===== src/rtl/dfr_pkg.sv =====
// shared constants, codes and types of the delimited frame receiver
package dfr_pkg;

  // frame buffer geometry
  localparam int FRAME_DEPTH = 16;
  localparam int IDX_W       = $clog2(FRAME_DEPTH);
  localparam int CNT_W       = IDX_W + 1;
  localparam int ADDR_W      = IDX_W + 1;
  localparam int ABORT_W     = 5;
  localparam int CMP_W       = (CNT_W > ABORT_W) ? CNT_W : ABORT_W;
  localparam int FRAME_CAP   = (FRAME_DEPTH < 16) ? FRAME_DEPTH : 16;
  localparam int LEN_W       = 4;
  localparam int BYTE_W      = 8;

  // queue sizes
  localparam int CMDQ_DEPTH = 2;
  localparam int CMDQ_PTR_W = $clog2(CMDQ_DEPTH);
  localparam int CMDQ_CNT_W = $clog2(CMDQ_DEPTH + 1);
  localparam int OUTQ_DEPTH = 4;
  localparam int OUTQ_PTR_W = $clog2(OUTQ_DEPTH);
  localparam int OUTQ_CNT_W = $clog2(OUTQ_DEPTH + 1);

  // register reset values
  localparam logic [BYTE_W-1:0]  HEAD_RST   = 8'h00;
  localparam logic [BYTE_W-1:0]  TAIL_RST   = 8'hFF;
  localparam logic [ABORT_W-1:0] ABORT_RST  = 5'd15;
  localparam logic [BYTE_W-1:0]  RELOAD_RST = 8'd10;

  // item actions
  typedef enum logic [1:0] {
    ACT_BYTE = 2'd0,
    ACT_TICK = 2'd1,
    ACT_READ = 2'd2
  } action_t;

  // configuration register indexes
  typedef enum logic [1:0] {
    REG_HEAD   = 2'd0,
    REG_TAIL   = 2'd1,
    REG_ABORT  = 2'd2,
    REG_RELOAD = 2'd3
  } cfg_reg_t;

  // command from front to back
  typedef struct packed {
    logic             is_frame;
    logic             read_ok;
    logic [LEN_W-1:0] len;
    logic             bank;
    logic             line_idle;
  } cmd_t;

  // frame buffer write from front
  typedef struct packed {
    logic              we;
    logic [ADDR_W-1:0] addr;
    logic [BYTE_W-1:0] data;
  } memwr_t;

  // status from back to front
  typedef struct packed {
    logic frame_done;
  } back_stat_t;

  // one result item
  typedef struct packed {
    logic              read_ok;
    logic [LEN_W-1:0]  frame_length;
    logic [BYTE_W-1:0] frame_byte;
    logic              last;
    logic              line_idle;
  } res_t;

endpackage


===== src/rtl/dfr_front.sv =====
// front end: config registers, framing state, idle timer and command issue
module dfr_front (
  input  logic                        clk,
  input  logic                        rst_n,
  input  logic                        cfg_we,
  input  logic [1:0]                  cfg_addr,
  input  logic [dfr_pkg::BYTE_W-1:0]  cfg_wdata,
  input  logic                        in_push,
  output logic                        in_full,
  input  logic [1:0]                  in_action,
  input  logic [dfr_pkg::BYTE_W-1:0]  in_rx_byte,
  input  logic                        cmd_full,
  output logic                        cmd_push,
  output dfr_pkg::cmd_t               cmd_data,
  output dfr_pkg::memwr_t             mem_wr,
  input  dfr_pkg::back_stat_t         stat
);

  logic [dfr_pkg::BYTE_W-1:0]  head_r, tail_r, reload_r;
  logic [dfr_pkg::ABORT_W-1:0] abort_r;

  logic                        in_frame_r, in_frame_nxt;
  logic [dfr_pkg::CNT_W-1:0]   cnt_r, cnt_nxt;
  logic                        pub_valid_r, pub_valid_nxt;
  logic [dfr_pkg::LEN_W-1:0]   pub_len_r, pub_len_nxt;
  logic [dfr_pkg::BYTE_W-1:0]  idle_cnt_r, idle_cnt_nxt;
  logic                        idle_flag_r, idle_flag_nxt;
  logic                        bank_r, bank_nxt;
  logic                        busy_r, busy_nxt;

  logic                        accept;
  logic [dfr_pkg::CMP_W-1:0]   abort_ext, lim, cnt_ext, cnt_inc;

  // configuration writes
  always_ff @(posedge clk) begin
    if (!rst_n) begin
      head_r   <= dfr_pkg::HEAD_RST;
      tail_r   <= dfr_pkg::TAIL_RST;
      abort_r  <= dfr_pkg::ABORT_RST;
      reload_r <= dfr_pkg::RELOAD_RST;
    end else if (cfg_we) begin
      unique case (dfr_pkg::cfg_reg_t'(cfg_addr))
        dfr_pkg::REG_HEAD:   head_r   <= cfg_wdata;
        dfr_pkg::REG_TAIL:   tail_r   <= cfg_wdata;
        dfr_pkg::REG_ABORT:  abort_r  <= cfg_wdata[dfr_pkg::ABORT_W-1:0];
        dfr_pkg::REG_RELOAD: reload_r <= cfg_wdata;
        default: ;
      endcase
    end
  end

  // hold off input while the queue is full or a frame read is in flight
  assign in_full = cmd_full || busy_r;
  assign accept  = in_push && !in_full;

  // effective abort limit
  always_comb begin
    abort_ext = dfr_pkg::CMP_W'(abort_r);
    lim       = (abort_ext > dfr_pkg::CMP_W'(dfr_pkg::FRAME_CAP)) ?
                dfr_pkg::CMP_W'(dfr_pkg::FRAME_CAP) : abort_ext;
    cnt_ext   = dfr_pkg::CMP_W'(cnt_r);
    cnt_inc   = (cnt_ext < dfr_pkg::CMP_W'(dfr_pkg::FRAME_DEPTH)) ?
                cnt_ext + dfr_pkg::CMP_W'(1) : cnt_ext;
  end

  // item classification and state update
  always_comb begin
    in_frame_nxt  = in_frame_r;
    cnt_nxt       = cnt_r;
    pub_valid_nxt = pub_valid_r;
    pub_len_nxt   = pub_len_r;
    idle_cnt_nxt  = idle_cnt_r;
    idle_flag_nxt = idle_flag_r;
    bank_nxt      = bank_r;
    busy_nxt      = busy_r && !stat.frame_done;
    mem_wr.we     = 1'b0;
    mem_wr.addr   = {bank_r, cnt_r[dfr_pkg::IDX_W-1:0]};
    mem_wr.data   = in_rx_byte;
    cmd_push      = accept;
    cmd_data      = '0;
    if (accept) begin
      unique case (in_action)
        dfr_pkg::ACT_BYTE: begin
          idle_cnt_nxt  = reload_r;
          idle_flag_nxt = 1'b0;
          if (!in_frame_r) begin
            if (in_rx_byte == head_r) begin
              in_frame_nxt = 1'b1;
              cnt_nxt      = '0;
            end
          end else if (in_rx_byte == tail_r) begin
            // publish by swapping banks
            in_frame_nxt  = 1'b0;
            pub_valid_nxt = 1'b1;
            pub_len_nxt   = cnt_ext[dfr_pkg::LEN_W-1:0];
            bank_nxt      = !bank_r;
            cnt_nxt       = '0;
          end else begin
            mem_wr.we = (cnt_ext < dfr_pkg::CMP_W'(dfr_pkg::FRAME_DEPTH));
            if (cnt_inc >= lim) begin
              in_frame_nxt = 1'b0;
              cnt_nxt      = '0;
            end else begin
              cnt_nxt = cnt_inc[dfr_pkg::CNT_W-1:0];
            end
          end
          cmd_data.line_idle = 1'b0;
        end
        dfr_pkg::ACT_TICK: begin
          if (!idle_flag_r) begin
            if (idle_cnt_r == '0) begin
              idle_flag_nxt = 1'b1;
            end else begin
              idle_cnt_nxt = idle_cnt_r - 1'b1;
            end
          end
          cmd_data.line_idle = idle_flag_nxt;
        end
        dfr_pkg::ACT_READ: begin
          cmd_data.line_idle = idle_flag_r;
          if (pub_valid_r) begin
            pub_valid_nxt    = 1'b0;
            pub_len_nxt      = '0;
            cmd_data.read_ok = 1'b1;
            cmd_data.len     = pub_len_r;
            cmd_data.bank    = !bank_r;
            if (pub_len_r != '0) begin
              cmd_data.is_frame = 1'b1;
              busy_nxt          = 1'b1;
            end
          end
        end
        default: begin
          cmd_data.line_idle = idle_flag_r;
        end
      endcase
    end
  end

  // state registers
  always_ff @(posedge clk) begin
    if (!rst_n) begin
      in_frame_r  <= 1'b0;
      cnt_r       <= '0;
      pub_valid_r <= 1'b0;
      pub_len_r   <= '0;
      idle_cnt_r  <= '0;
      idle_flag_r <= 1'b1;
      bank_r      <= 1'b0;
      busy_r      <= 1'b0;
    end else begin
      in_frame_r  <= in_frame_nxt;
      cnt_r       <= cnt_nxt;
      pub_valid_r <= pub_valid_nxt;
      pub_len_r   <= pub_len_nxt;
      idle_cnt_r  <= idle_cnt_nxt;
      idle_flag_r <= idle_flag_nxt;
      bank_r      <= bank_nxt;
      busy_r      <= busy_nxt;
    end
  end

endmodule


===== src/rtl/dfr_cmdq.sv =====
// short command queue between front and back
module dfr_cmdq (
  input  logic          clk,
  input  logic          rst_n,
  input  logic          push,
  input  dfr_pkg::cmd_t push_data,
  output logic          full,
  input  logic          pop,
  output logic          valid,
  output dfr_pkg::cmd_t head
);

  dfr_pkg::cmd_t                   q_r [dfr_pkg::CMDQ_DEPTH];
  logic [dfr_pkg::CMDQ_PTR_W-1:0]  wr_ptr_r, rd_ptr_r;
  logic [dfr_pkg::CMDQ_CNT_W-1:0]  cnt_r;
  logic                            do_push, do_pop;

  assign full    = (cnt_r == dfr_pkg::CMDQ_CNT_W'(dfr_pkg::CMDQ_DEPTH));
  assign valid   = (cnt_r != '0);
  assign head    = q_r[rd_ptr_r];
  assign do_push = push && !full;
  assign do_pop  = pop && valid;

  // storage
  always_ff @(posedge clk) begin
    if (do_push) begin
      q_r[wr_ptr_r] <= push_data;
    end
  end

  // pointers and fill count
  always_ff @(posedge clk) begin
    if (!rst_n) begin
      wr_ptr_r <= '0;
      rd_ptr_r <= '0;
      cnt_r    <= '0;
    end else begin
      if (do_push) wr_ptr_r <= wr_ptr_r + 1'b1;
      if (do_pop)  rd_ptr_r <= rd_ptr_r + 1'b1;
      if (do_push && !do_pop) begin
        cnt_r <= cnt_r + 1'b1;
      end else if (do_pop && !do_push) begin
        cnt_r <= cnt_r - 1'b1;
      end
    end
  end

endmodule


===== src/rtl/dfr_back.sv =====
// back end: frame buffer, read sequencer and result queue
module dfr_back (
  input  logic                 clk,
  input  logic                 rst_n,
  input  logic                 cmd_valid,
  input  dfr_pkg::cmd_t        cmd_head,
  output logic                 cmd_pop,
  input  dfr_pkg::memwr_t      mem_wr,
  output dfr_pkg::back_stat_t  stat,
  output logic                 res_empty,
  input  logic                 res_pop,
  output dfr_pkg::res_t        res_head
);

  logic [dfr_pkg::BYTE_W-1:0]      mem_r [2*dfr_pkg::FRAME_DEPTH];
  logic [dfr_pkg::BYTE_W-1:0]      mem_q_r;
  logic [dfr_pkg::IDX_W-1:0]       idx_r, idx_nxt;
  logic                            b_valid_r;
  logic                            b_mem_r;
  dfr_pkg::res_t                   b_res_r, b_res_nxt, push_res;

  dfr_pkg::res_t                   q_r [dfr_pkg::OUTQ_DEPTH];
  logic [dfr_pkg::OUTQ_PTR_W-1:0]  wr_ptr_r, rd_ptr_r;
  logic [dfr_pkg::OUTQ_CNT_W-1:0]  cnt_r;
  logic [dfr_pkg::OUTQ_CNT_W:0]    room_need;
  logic                            can_issue, issue, last_byte, do_pop;
  logic [dfr_pkg::ADDR_W-1:0]      rd_addr;

  // issue only when the result queue can take it with one in flight
  assign room_need = (dfr_pkg::OUTQ_CNT_W+1)'(cnt_r)
                   + (dfr_pkg::OUTQ_CNT_W+1)'(b_valid_r);
  assign can_issue = room_need < (dfr_pkg::OUTQ_CNT_W+1)'(dfr_pkg::OUTQ_DEPTH);
  assign issue     = cmd_valid && can_issue;
  assign last_byte = (dfr_pkg::CMP_W'(idx_r) + dfr_pkg::CMP_W'(1))
                   == dfr_pkg::CMP_W'(cmd_head.len);
  assign rd_addr   = {cmd_head.bank, idx_r};

  // read sequencer
  always_comb begin
    cmd_pop         = 1'b0;
    stat.frame_done = 1'b0;
    idx_nxt         = idx_r;
    b_res_nxt.read_ok      = cmd_head.read_ok;
    b_res_nxt.frame_length = cmd_head.len;
    b_res_nxt.frame_byte   = '0;
    b_res_nxt.last         = 1'b1;
    b_res_nxt.line_idle    = cmd_head.line_idle;
    if (issue) begin
      if (cmd_head.is_frame) begin
        b_res_nxt.last = last_byte;
        if (last_byte) begin
          cmd_pop         = 1'b1;
          stat.frame_done = 1'b1;
          idx_nxt         = '0;
        end else begin
          idx_nxt = idx_r + 1'b1;
        end
      end else begin
        cmd_pop = 1'b1;
      end
    end
  end

  // frame buffer, two banks, one write and one registered read
  always_ff @(posedge clk) begin
    if (mem_wr.we) begin
      mem_r[mem_wr.addr] <= mem_wr.data;
    end
    if (issue) begin
      mem_q_r <= mem_r[rd_addr];
    end
  end

  // stage after the buffer read
  always_ff @(posedge clk) begin
    if (!rst_n) begin
      b_valid_r <= 1'b0;
      idx_r     <= '0;
    end else begin
      b_valid_r <= issue;
      idx_r     <= idx_nxt;
    end
  end

  always_ff @(posedge clk) begin
    if (issue) begin
      b_res_r <= b_res_nxt;
      b_mem_r <= cmd_head.is_frame;
    end
  end

  // merge buffer data into the result
  always_comb begin
    push_res = b_res_r;
    if (b_mem_r) begin
      push_res.frame_byte = mem_q_r;
    end
  end

  // result queue
  assign res_empty = (cnt_r == '0);
  assign res_head  = q_r[rd_ptr_r];
  assign do_pop    = res_pop && !res_empty;

  always_ff @(posedge clk) begin
    if (b_valid_r) begin
      q_r[wr_ptr_r] <= push_res;
    end
  end

  always_ff @(posedge clk) begin
    if (!rst_n) begin
      wr_ptr_r <= '0;
      rd_ptr_r <= '0;
      cnt_r    <= '0;
    end else begin
      if (b_valid_r) wr_ptr_r <= wr_ptr_r + 1'b1;
      if (do_pop)    rd_ptr_r <= rd_ptr_r + 1'b1;
      if (b_valid_r && !do_pop) begin
        cnt_r <= cnt_r + 1'b1;
      end else if (do_pop && !b_valid_r) begin
        cnt_r <= cnt_r - 1'b1;
      end
    end
  end

endmodule


===== src/rtl/delimited_frame_receiver.sv =====
// Receives bytes framed by a head and a tail byte and hands published
// frames out one byte per result item. A byte, tick or read of an empty or
// missing frame gives one result; a read of a frame of n bytes gives n
// results, one per cycle while the result queue has room, paced by the
// single read port of the frame buffer in the back end. While such a read
// is still being sequenced the input shows full. Each result passes the
// command queue, the registered buffer read and the result queue. The frame
// buffer has two banks: publishing a frame swaps them, so no copy is made.
// Buffer contents are not cleared at reset and need none.
module delimited_frame_receiver (
  input  logic                        clk,
  input  logic                        rst_n,
  input  logic                        cfg_we,
  input  logic [1:0]                  cfg_addr,
  input  logic [dfr_pkg::BYTE_W-1:0]  cfg_wdata,
  input  logic                        in_push,
  output logic                        in_full,
  input  logic [1:0]                  in_action,
  input  logic [dfr_pkg::BYTE_W-1:0]  in_rx_byte,
  output logic                        out_empty,
  input  logic                        out_pop,
  output logic                        out_read_ok,
  output logic [dfr_pkg::LEN_W-1:0]   out_frame_length,
  output logic [dfr_pkg::BYTE_W-1:0]  out_frame_byte,
  output logic                        out_last,
  output logic                        out_line_idle
);

  logic                 cmd_push, cmd_full, cmd_pop, cmd_valid;
  dfr_pkg::cmd_t        cmd_data, cmd_head;
  dfr_pkg::memwr_t      mem_wr;
  dfr_pkg::back_stat_t  stat;
  dfr_pkg::res_t        res_head;

  // front end
  dfr_front u_front (
    .clk       (clk),
    .rst_n     (rst_n),
    .cfg_we    (cfg_we),
    .cfg_addr  (cfg_addr),
    .cfg_wdata (cfg_wdata),
    .in_push   (in_push),
    .in_full   (in_full),
    .in_action (in_action),
    .in_rx_byte(in_rx_byte),
    .cmd_full  (cmd_full),
    .cmd_push  (cmd_push),
    .cmd_data  (cmd_data),
    .mem_wr    (mem_wr),
    .stat      (stat)
  );

  // command queue
  dfr_cmdq u_cmdq (
    .clk      (clk),
    .rst_n    (rst_n),
    .push     (cmd_push),
    .push_data(cmd_data),
    .full     (cmd_full),
    .pop      (cmd_pop),
    .valid    (cmd_valid),
    .head     (cmd_head)
  );

  // back end
  dfr_back u_back (
    .clk      (clk),
    .rst_n    (rst_n),
    .cmd_valid(cmd_valid),
    .cmd_head (cmd_head),
    .cmd_pop  (cmd_pop),
    .mem_wr   (mem_wr),
    .stat     (stat),
    .res_empty(out_empty),
    .res_pop  (out_pop),
    .res_head (res_head)
  );

  // result fields
  assign out_read_ok      = res_head.read_ok;
  assign out_frame_length = res_head.frame_length;
  assign out_frame_byte   = res_head.frame_byte;
  assign out_last         = res_head.last;
  assign out_line_idle    = res_head.line_idle;

endmodule


===== config.mk =====
export PLATFORM = sky130hd
export DESIGN_NAME = delimited_frame_receiver
export DESIGN_NICKNAME = d
export VERILOG_FILES = /design/src/rtl/dfr_pkg.sv /design/src/rtl/dfr_front.sv /design/src/rtl/dfr_cmdq.sv /design/src/rtl/dfr_back.sv /design/src/rtl/delimited_frame_receiver.sv
export SDC_FILE = /design/constraint.sdc
export NUM_CORES = 1
export LEC_CHECK = 0
export ABC_AREA = 1
export BUFFER_PORTS_ARGS = -buffer_cell sky130_fd_sc_hd__buf_4
export CORE_AREA = 10 10 188 190
export DETAILED_ROUTE_END_ITERATION = 10
export DIE_AREA = 0 0 198 200
export PLACE_DENSITY = 0.71
export REMOVE_ABC_BUFFERS = 1
export SKIP_CTS_REPAIR_TIMING = 1
export SYNTH_ARGS = -nofsm -noshare
export SYNTH_HDL_FRONTEND = slang
export SYNTH_SLANG_ARGS = --single-unit

===== constraint.sdc =====
create_clock -name clk -period 4.8 [get_ports clk]
set_input_delay 0.24 -clock clk [delete_from_list [all_inputs] [get_ports clk]]
set_output_delay 0.24 -clock clk [all_outputs]
set_load 0.01 [all_outputs]

==> results of run 1 <==
-- cell type report --
| class | count | share of cell area (%) |
|---|---|---|
| flip-flops and latches | 418 | 62.0 |
| multi-input cells | 911 | 23.9 |
| clock buffers | 55 | 6.07 |
| well taps | 402 | 2.63 |
| repair buffers | 58 | 2.38 |
| inverters | 103 | 2.03 |
| clock inverters | 21 | 0.968 |
-- power by group through the flow --
stage               registers, mW  clock network, mW  logic [mW]
finish                       4.59               3.18        2.17
global route                 4.63               3.36        2.42
CTS                          4.59               3.21        2.16
detailed placement           4.66                  0        2.14
global placement             4.65                  0        2.09
floorplan                    4.60                  0        1.33
-- state kept, by name, indices dropped and copies added, names as in the netlist, 3 cells and up, named ones only --
register / flops
u_back.mem_r: 256
u_back.q_r: 60
u_cmdq.q_r: 16
u_back.mem_q_r: 8
u_front.head_r: 8
u_front.idle_cnt_r: 8
u_front.reload_r: 8
u_front.tail_r: 8
u_back.b_res_r: 7
u_front.abort_ext: 5
u_front.cnt_ext: 5
u_back.idx_r: 4
u_front.pub_len_r: 4
u_back.cnt_r: 3
-- worst min-delay path by stage --
stage,startpoint,endpoint,slack [ns]
floorplan,rst_n,u_front.reload_r[3],0.32
global placement,u_front.reload_r[1],u_front.reload_r[1],0.45
detailed placement,u_front.pub_len_r[0],u_front.pub_len_r[0],0.46
CTS,cfg_wdata[3],u_front.reload_r[3],-0.04
global route,in_push,u_cmdq.wr_ptr_r,0.08
finish,in_push,u_cmdq.wr_ptr_r,0.07
-- cell families after synthesis --
kind of cell / Yosys count / share of synthesized area (%)
buf+inv: 175 / 4.04
compound gates: 342 / 11.6
xor+xnor: 16 / 0.819
fa+ha+maj: 18 / 1.36
mux: 2 / 0.117
simple gates: 533 / 12.8
flops: 418 / 69.2
-- routing by layer --
layer | wire length [um] | GRT usage, % | vias up | part of all wire [%]
met1 | 16000 | 25.7 | 5540 | 42
li1 | - | - | 5397 | -
met2 | 18500 | 31.6 | 430 | 48
met5 | 0 | 0 | - | 0
met3 | 2890 | 2.61 | 64 | 7.5
met4 | 821 | 5.67 | 0 | 2.1
-- per-stage QoR --
stage	hold WS, ns	setup WS, ns
global route	0.0805	1.46
floorplan	0.324	-1.01
CTS	-0.0408	1.66
finish	0.0702	1.74
detailed placement	0.457	1.98
global placement	0.445	2.03
-- worst register-to-register path, stage by stage, from the launching register on --
cell and delay, ns:
dfxtp_2 0.81, ha_1 0.33, xor2_1 0.23, nor2_1 0.07, nor2_1 0.10, nand3_1 0.11, nand2_1 0.13, nand2_1 0.08
ha_1 0.36, a21oi_1 0.11, o21ai_0 0.12, o21ai_0 0.20, a21oi_1 0.06
-- layout by cell type, fill, tap and decap left out, drive strengths merged, types with 3 or more instances in the layout --
| cell type | count |
|---|---|
| a21oi | 37 |
| buf | 50 |
| bufinv | 3 |
| clkbuf | 55 |
| clkinv | 18 |
| dfxtp | 70 |
| dlygate4sd3 | 8 |
| edfxtp | 348 |
| ha | 17 |
| inv | 102 |
| nand2 | 192 |
| nand3 | 71 |
| nand4 | 4 |
| nor2 | 256 |
| nor3 | 9 |
| o211ai | 8 |
| o21ai | 216 |
| o221ai | 56 |
| o22ai | 23 |
| xnor2 | 11 |
| xor2 | 5 |
==> metrics.csv, run 1 <==
metric,value,unit
dieArea,0.0396,mm^2
fillers,2424,
p_int,6.86,mW
critPathCapture,out_frame_byte[4],
worst_slew_pin_slew,0.984,ns
path_clk_slew,0.06,ns
cts-root-buf,clkbuf_16,
drv_slew,0,
ys_seq_area_share,69.2,%
drt_iter0_markers,989,
holdPathStages,3,
synth_top_area_share,61.1,%
synth_area,0.0171,mm^2
reg2reg_slack,1.97,ns
finalNetCount,1577,
clk_path_buf_depth,3,
cts_made_buffers,42,
via_per_inst,5.81,
cts_num_sinks,418,
ys_seq_elements,418,
synthArstFlopShare,0,%
yosys_warnings,0,
setup_violations,0,
ys.flop_type,edfxtp_1,
timing.critical_path.buf_inv,2,
maxSlewHeadroom,34.3,%
cp_cell_sequence,inv_1 -> o21ai_0 -> o22ai_1 -> buf_4,
dp.cells,1884,
max_stage_delay,0.96,ns
ys_top_cells_by_area,"edfxtp_1 61%, dfxtp_1 8.2%, o21ai_0 6.2%",
hold_viol,0,
regArea,0.0119,mm^2
peakVddDrop,302,uV
fin_crit,3.06,ns
coreArea,0.0314,mm^2
grt_first_pass_wirelength,59700,um
grt_pass1_vias,10905,
synth_common_cells,"348 x edfxtp_1, 254 x nor2_1, 213 x o21ai_0",
syn-mean-instance-area,11.4,um^2
netlist_instances,1504,
initial_core_util,54.5,%
dpl_cell_area,0.0177,mm^2
power,9.94,mW
p_leak,6.95,nW
maxCapViolCount,0,
synth.most_common_cell,edfxtp_1,
outcome,"finished, final reports clean",
grt_max_degree,81,
ant_nets,0,
critPathKind,flop to output port,
period_share,63.7,%
dp_hpwl,23400,um
cp.depth,4,
yosysTopAreaCell,edfxtp_1,
ys_types,33,
area_growth_syn_to_layout,11.7,%
vias,11431,
rows,65,
firstDrtPassIters,5,
antenna_found_initial,0,
timing.rr.end,u_cmdq.cnt_r[1],
min_path_type,input port to flop,
final_cell_area,0.0191,mm^2
critPathMaxFanout,31,
synth_edf_count,348,
setup_tns,0,ns
rsz0062_at_grt,no,
io_buffer_count,41,
diodes,0,
cp_slowest_cell,dfxtp_1,
remaining_drc_errors,0,
die_y,200,um
cts_tree,built,
arrival,2.82,ns
io_pins,42,
critPathLaunchType,flop,
drive_above_1_share,8.30,%
fmax,327,MHz
r2r_cells,12,
final_util,60.9,%
grt_usage,19.1,%
wl_per_cell,19.5,um
p_switching,3.07,mW
globalRoute.totalOverflow,0,
clk_latency,0.53,ns
die_x,198,um
skew,0.0152,ns
cp_top_family,flip-flops,
gp_congestion,0.844,
power.density,520,mW/mm^2
p_clk_share,32.0,%
h-tree-depth,2,
endpoint_kind,output port,
wirelength,38300,um
power_frac_seq,46.2,%
power_frac_comb,21.8,%
reg2reg_from,u_back.idx_r[1],
required,4.56,ns
multiInputGateArea,0.00457,mm^2
netSwitchingFraction,30.9,%
final_cells,1968,
Note: power is estimated with default switching activity, not from simulation.
==> run 2, diff against run 1 <==
--- a/config.mk
+++ b/config.mk
@@ -10,7 +10,7 @@
 export CORE_AREA = 10 10 188 190
 export DETAILED_ROUTE_END_ITERATION = 10
 export DIE_AREA = 0 0 198 200
-export PLACE_DENSITY = 0.71
+export PLACE_DENSITY = 0.74
 export REMOVE_ABC_BUFFERS = 1
 export SKIP_CTS_REPAIR_TIMING = 1
 export SYNTH_ARGS = -nofsm -noshare
==> constraint.sdc (replaced) <==
create_clock -name clk -period 2.7 [get_ports clk]
set_input_delay 0.135 -clock clk [delete_from_list [all_inputs] [get_ports clk]]
set_output_delay 0.135 -clock clk [all_outputs]
set_load 0.01 [all_outputs]
==> metrics.csv, run 2 (synthesis gave the netlist of run 1 again) <==
metric,value,unit,change
fin_crit,2.32,ns,
failed_checks,hold timing,,
final_common_cell,edfxtp_1,,
cp_slowest_cell,dfxtp_1,,
final_cell_mix,"348 x edfxtp_1, 254 x nor2_1, 213 x o21ai_0",,
area_growth_syn_to_layout,14.9,%,
grt_pass1_vias,11224,,+2.9%
maxCapViolCount,0,,unchanged
cts-root-buf,clkbuf_16,,
globalRoute.totalOverflow,0,,unchanged
critPathCapture,u_front.cnt_ext[3],,
power.density,923,mW/mm^2,+78%
grt_max_degree,95,,+17%
die_y,200,um,unchanged
grt_usage,19.1,%,+0.080 points
reg2reg_from,u_front.cnt_ext[0],,
diodes,0,,unchanged
worst_slew_pin_slew,0.851,ns,-0.133 ns
remaining_drc_errors,0,,unchanged
grt_first_pass_wirelength,60300,um,+0.94%
min_path_type,input port to flop,,
h-tree-depth,2,,unchanged
crit_start,u_front.cnt_ext[0],,
endpoint_kind,flop,,
hold_viol,5,,+5
setup_violations,0,,unchanged
ant_nets,0,,unchanged
hold-worst-slack,-0.0132,ns,-0.0834 ns
drt_iter0_markers,1128,,+14%
cts_tree,built,,
critPathLaunchType,flop,,
timing.critical_path.buf_inv,2,,unchanged
via_per_inst,5.69,,-2.0%
drive_above_1_share,11.5,%,+3.2 points
peakVddDrop,605,uV,+100%
arrival,2.79,ns,-0.03 ns
vias,11527,,+0.84%
cp.depth,14,,+10
timing.rr.end,u_front.cnt_ext[3],,
critPathKind,flop to flop,,
p_leak,7.29,nW,+4.9%
die_x,198,um,unchanged
power,18.2,mW,+83%
antenna_found_initial,0,,unchanged
firstDrtPassIters,5,,unchanged
path_clk_slew,0.06,ns,about the same
wirelength,37800,um,-1.2%
io_pins,42,,unchanged
max_stage_delay,0.45,ns,-0.51 ns
cts_made_buffers,42,,unchanged
period_share,85.9,%,
r2r_cells,14,,+2
top_register,u_back.mem_r,,
required,3.17,ns,-1.39 ns
clk_path_buf_depth,3,,unchanged
initial_core_util,54.5,%,unchanged
dieArea,0.0396,mm^2,unchanged
cts_num_sinks,418,,unchanged
cp_cell_sequence,ha_2 -> nand2_1 -> xor2_1 -> inv_1 -> ha_1 -> nand2_1 -> inv_1 -> nor2_1 -> o21ai_0 -> nor3_1 -> nand3_1 -> o21ai_0 -> nand2_1 -> nor2_1,,
wl_per_cell,18.7,um,-4.0%
rows,65,,unchanged
outcome,"complete, but fails checks",,
dp_hpwl,23700,um,+0.99%
largest_reg_flops,256,,unchanged
fillers,2397,,-1.1%
skew,0.0154,ns,+0.000241 ns
drv_slew,0,,unchanged
gp_congestion,0.830,,-1.7%
setup_tns,0,ns,unchanged
critPathMaxFanout,6,,-81%
maxSlewHeadroom,43.2,%,+8.9 points
clk_latency,0.54,ns,about the same
fmax,431,MHz,
crit_path_frequent_cell,nand2_1,,
top_regs,"u_back.mem_r (256), u_back.q_r (60), u_cmdq.q_r (16)",,
cp_top_family,simple AND/OR/NAND/NOR gates,,
io_buffer_count,41,,unchanged
reg2reg_slack,0.38,ns,-1.59 ns
finalNetCount,1632,,+3.5%
rsz0062_at_grt,no,,
coreArea,0.0314,mm^2,unchanged
run 2: cell count changes in the layout (fill, tap and decap cells not counted), sizes merged:
| cell | delta |
|---|---|
| buf | +53 |
| bufinv | +5 |
| clkbuf | -4 |
| clkinv | -2 |
| dlygate4sd3 | +2 |
| inv | +2 |
| clkinvlp | +1 |
run 2: layout make-up:
type / instances / area [um^2] / share of cell area [%]
Multi-Input combinational cell: 911 / 4570 / 23.3
Timing Repair Buffer: 113 / 886 / 4.50
Clock buffer: 51 / 1110 / 5.62
Tap cell: 402 / 503 / 2.56
Sequential cell: 418 / 11900 / 60.3
Clock inverter: 27 / 357 / 1.81
Inverter: 103 / 388 / 1.97
run 2: through the flow:
| step | hold WS (ns) | area (um^2) | worst slack (ns) | instances | utilization, % |
|---|---|---|---|---|---|
| after floorplan | 0.219 | 16800 | -3.11 | 1432 | - |
| after global placement | 0.388 | 18100 | 0.405 | 1937 | 57.7 |
| after global routing | 0.0106 | 19700 | 0.0321 | 2025 | 62.7 |
| after CTS | -0.165 | 19600 | 0.257 | 2015 | 62.3 |
| after detailed placement | 0.396 | 18100 | 0.294 | 1937 | 57.7 |
| final | -0.0132 | 19700 | 0.381 | 2025 | 62.7 |
run 2: power by group:
group          switching (mW)  internal (mW)  leakage, nW
registers               0.273           7.64         3.73
logic                    2.82           1.34         2.85
clock network            2.38           3.71        0.711
run 2: worst min path at each step:
stage	startpoint	end	slack [ns]	cells past startpoint
2_1_floorplan	rst_n	u_front.reload_r[3]	0.22	1
3_3_place_gp	cfg_wdata[3]	u_front.abort_ext[3]	0.39	3
3_5_place_dp	cfg_wdata[3]	u_front.reload_r[3]	0.40	3
4_1_cts	cfg_wdata[3]	u_front.reload_r[3]	-0.16	3
5_1_grt	cfg_addr[0]	u_front.abort_ext[0]	0.01	3
6_report	out_pop	u_back.rd_ptr_r[0]	-0.01	4
run 2: worst reg2reg max path, cell delays in order, from the launching register on:
cell and delay, ns:
dfxtp_1 0.45, ha_2 0.28, nand2_1 0.08, xor2_1 0.14, inv_1 0.07, ha_1 0.32, nand2_1 0.08, inv_1 0.03
nor2_1 0.07, o21ai_0 0.08, nor3_1 0.21, nand3_1 0.10, o21ai_0 0.08, nand2_1 0.14, nor2_1 0.13
run 2: per-layer routing:
metal	share of wire (%)	global-route usage, %	routed length, um
met5	0	0	0
met4	2.2	6.09	830
met3	6.4	2.68	2400
met2	49	32.1	18600
met1	42	25.4	16000
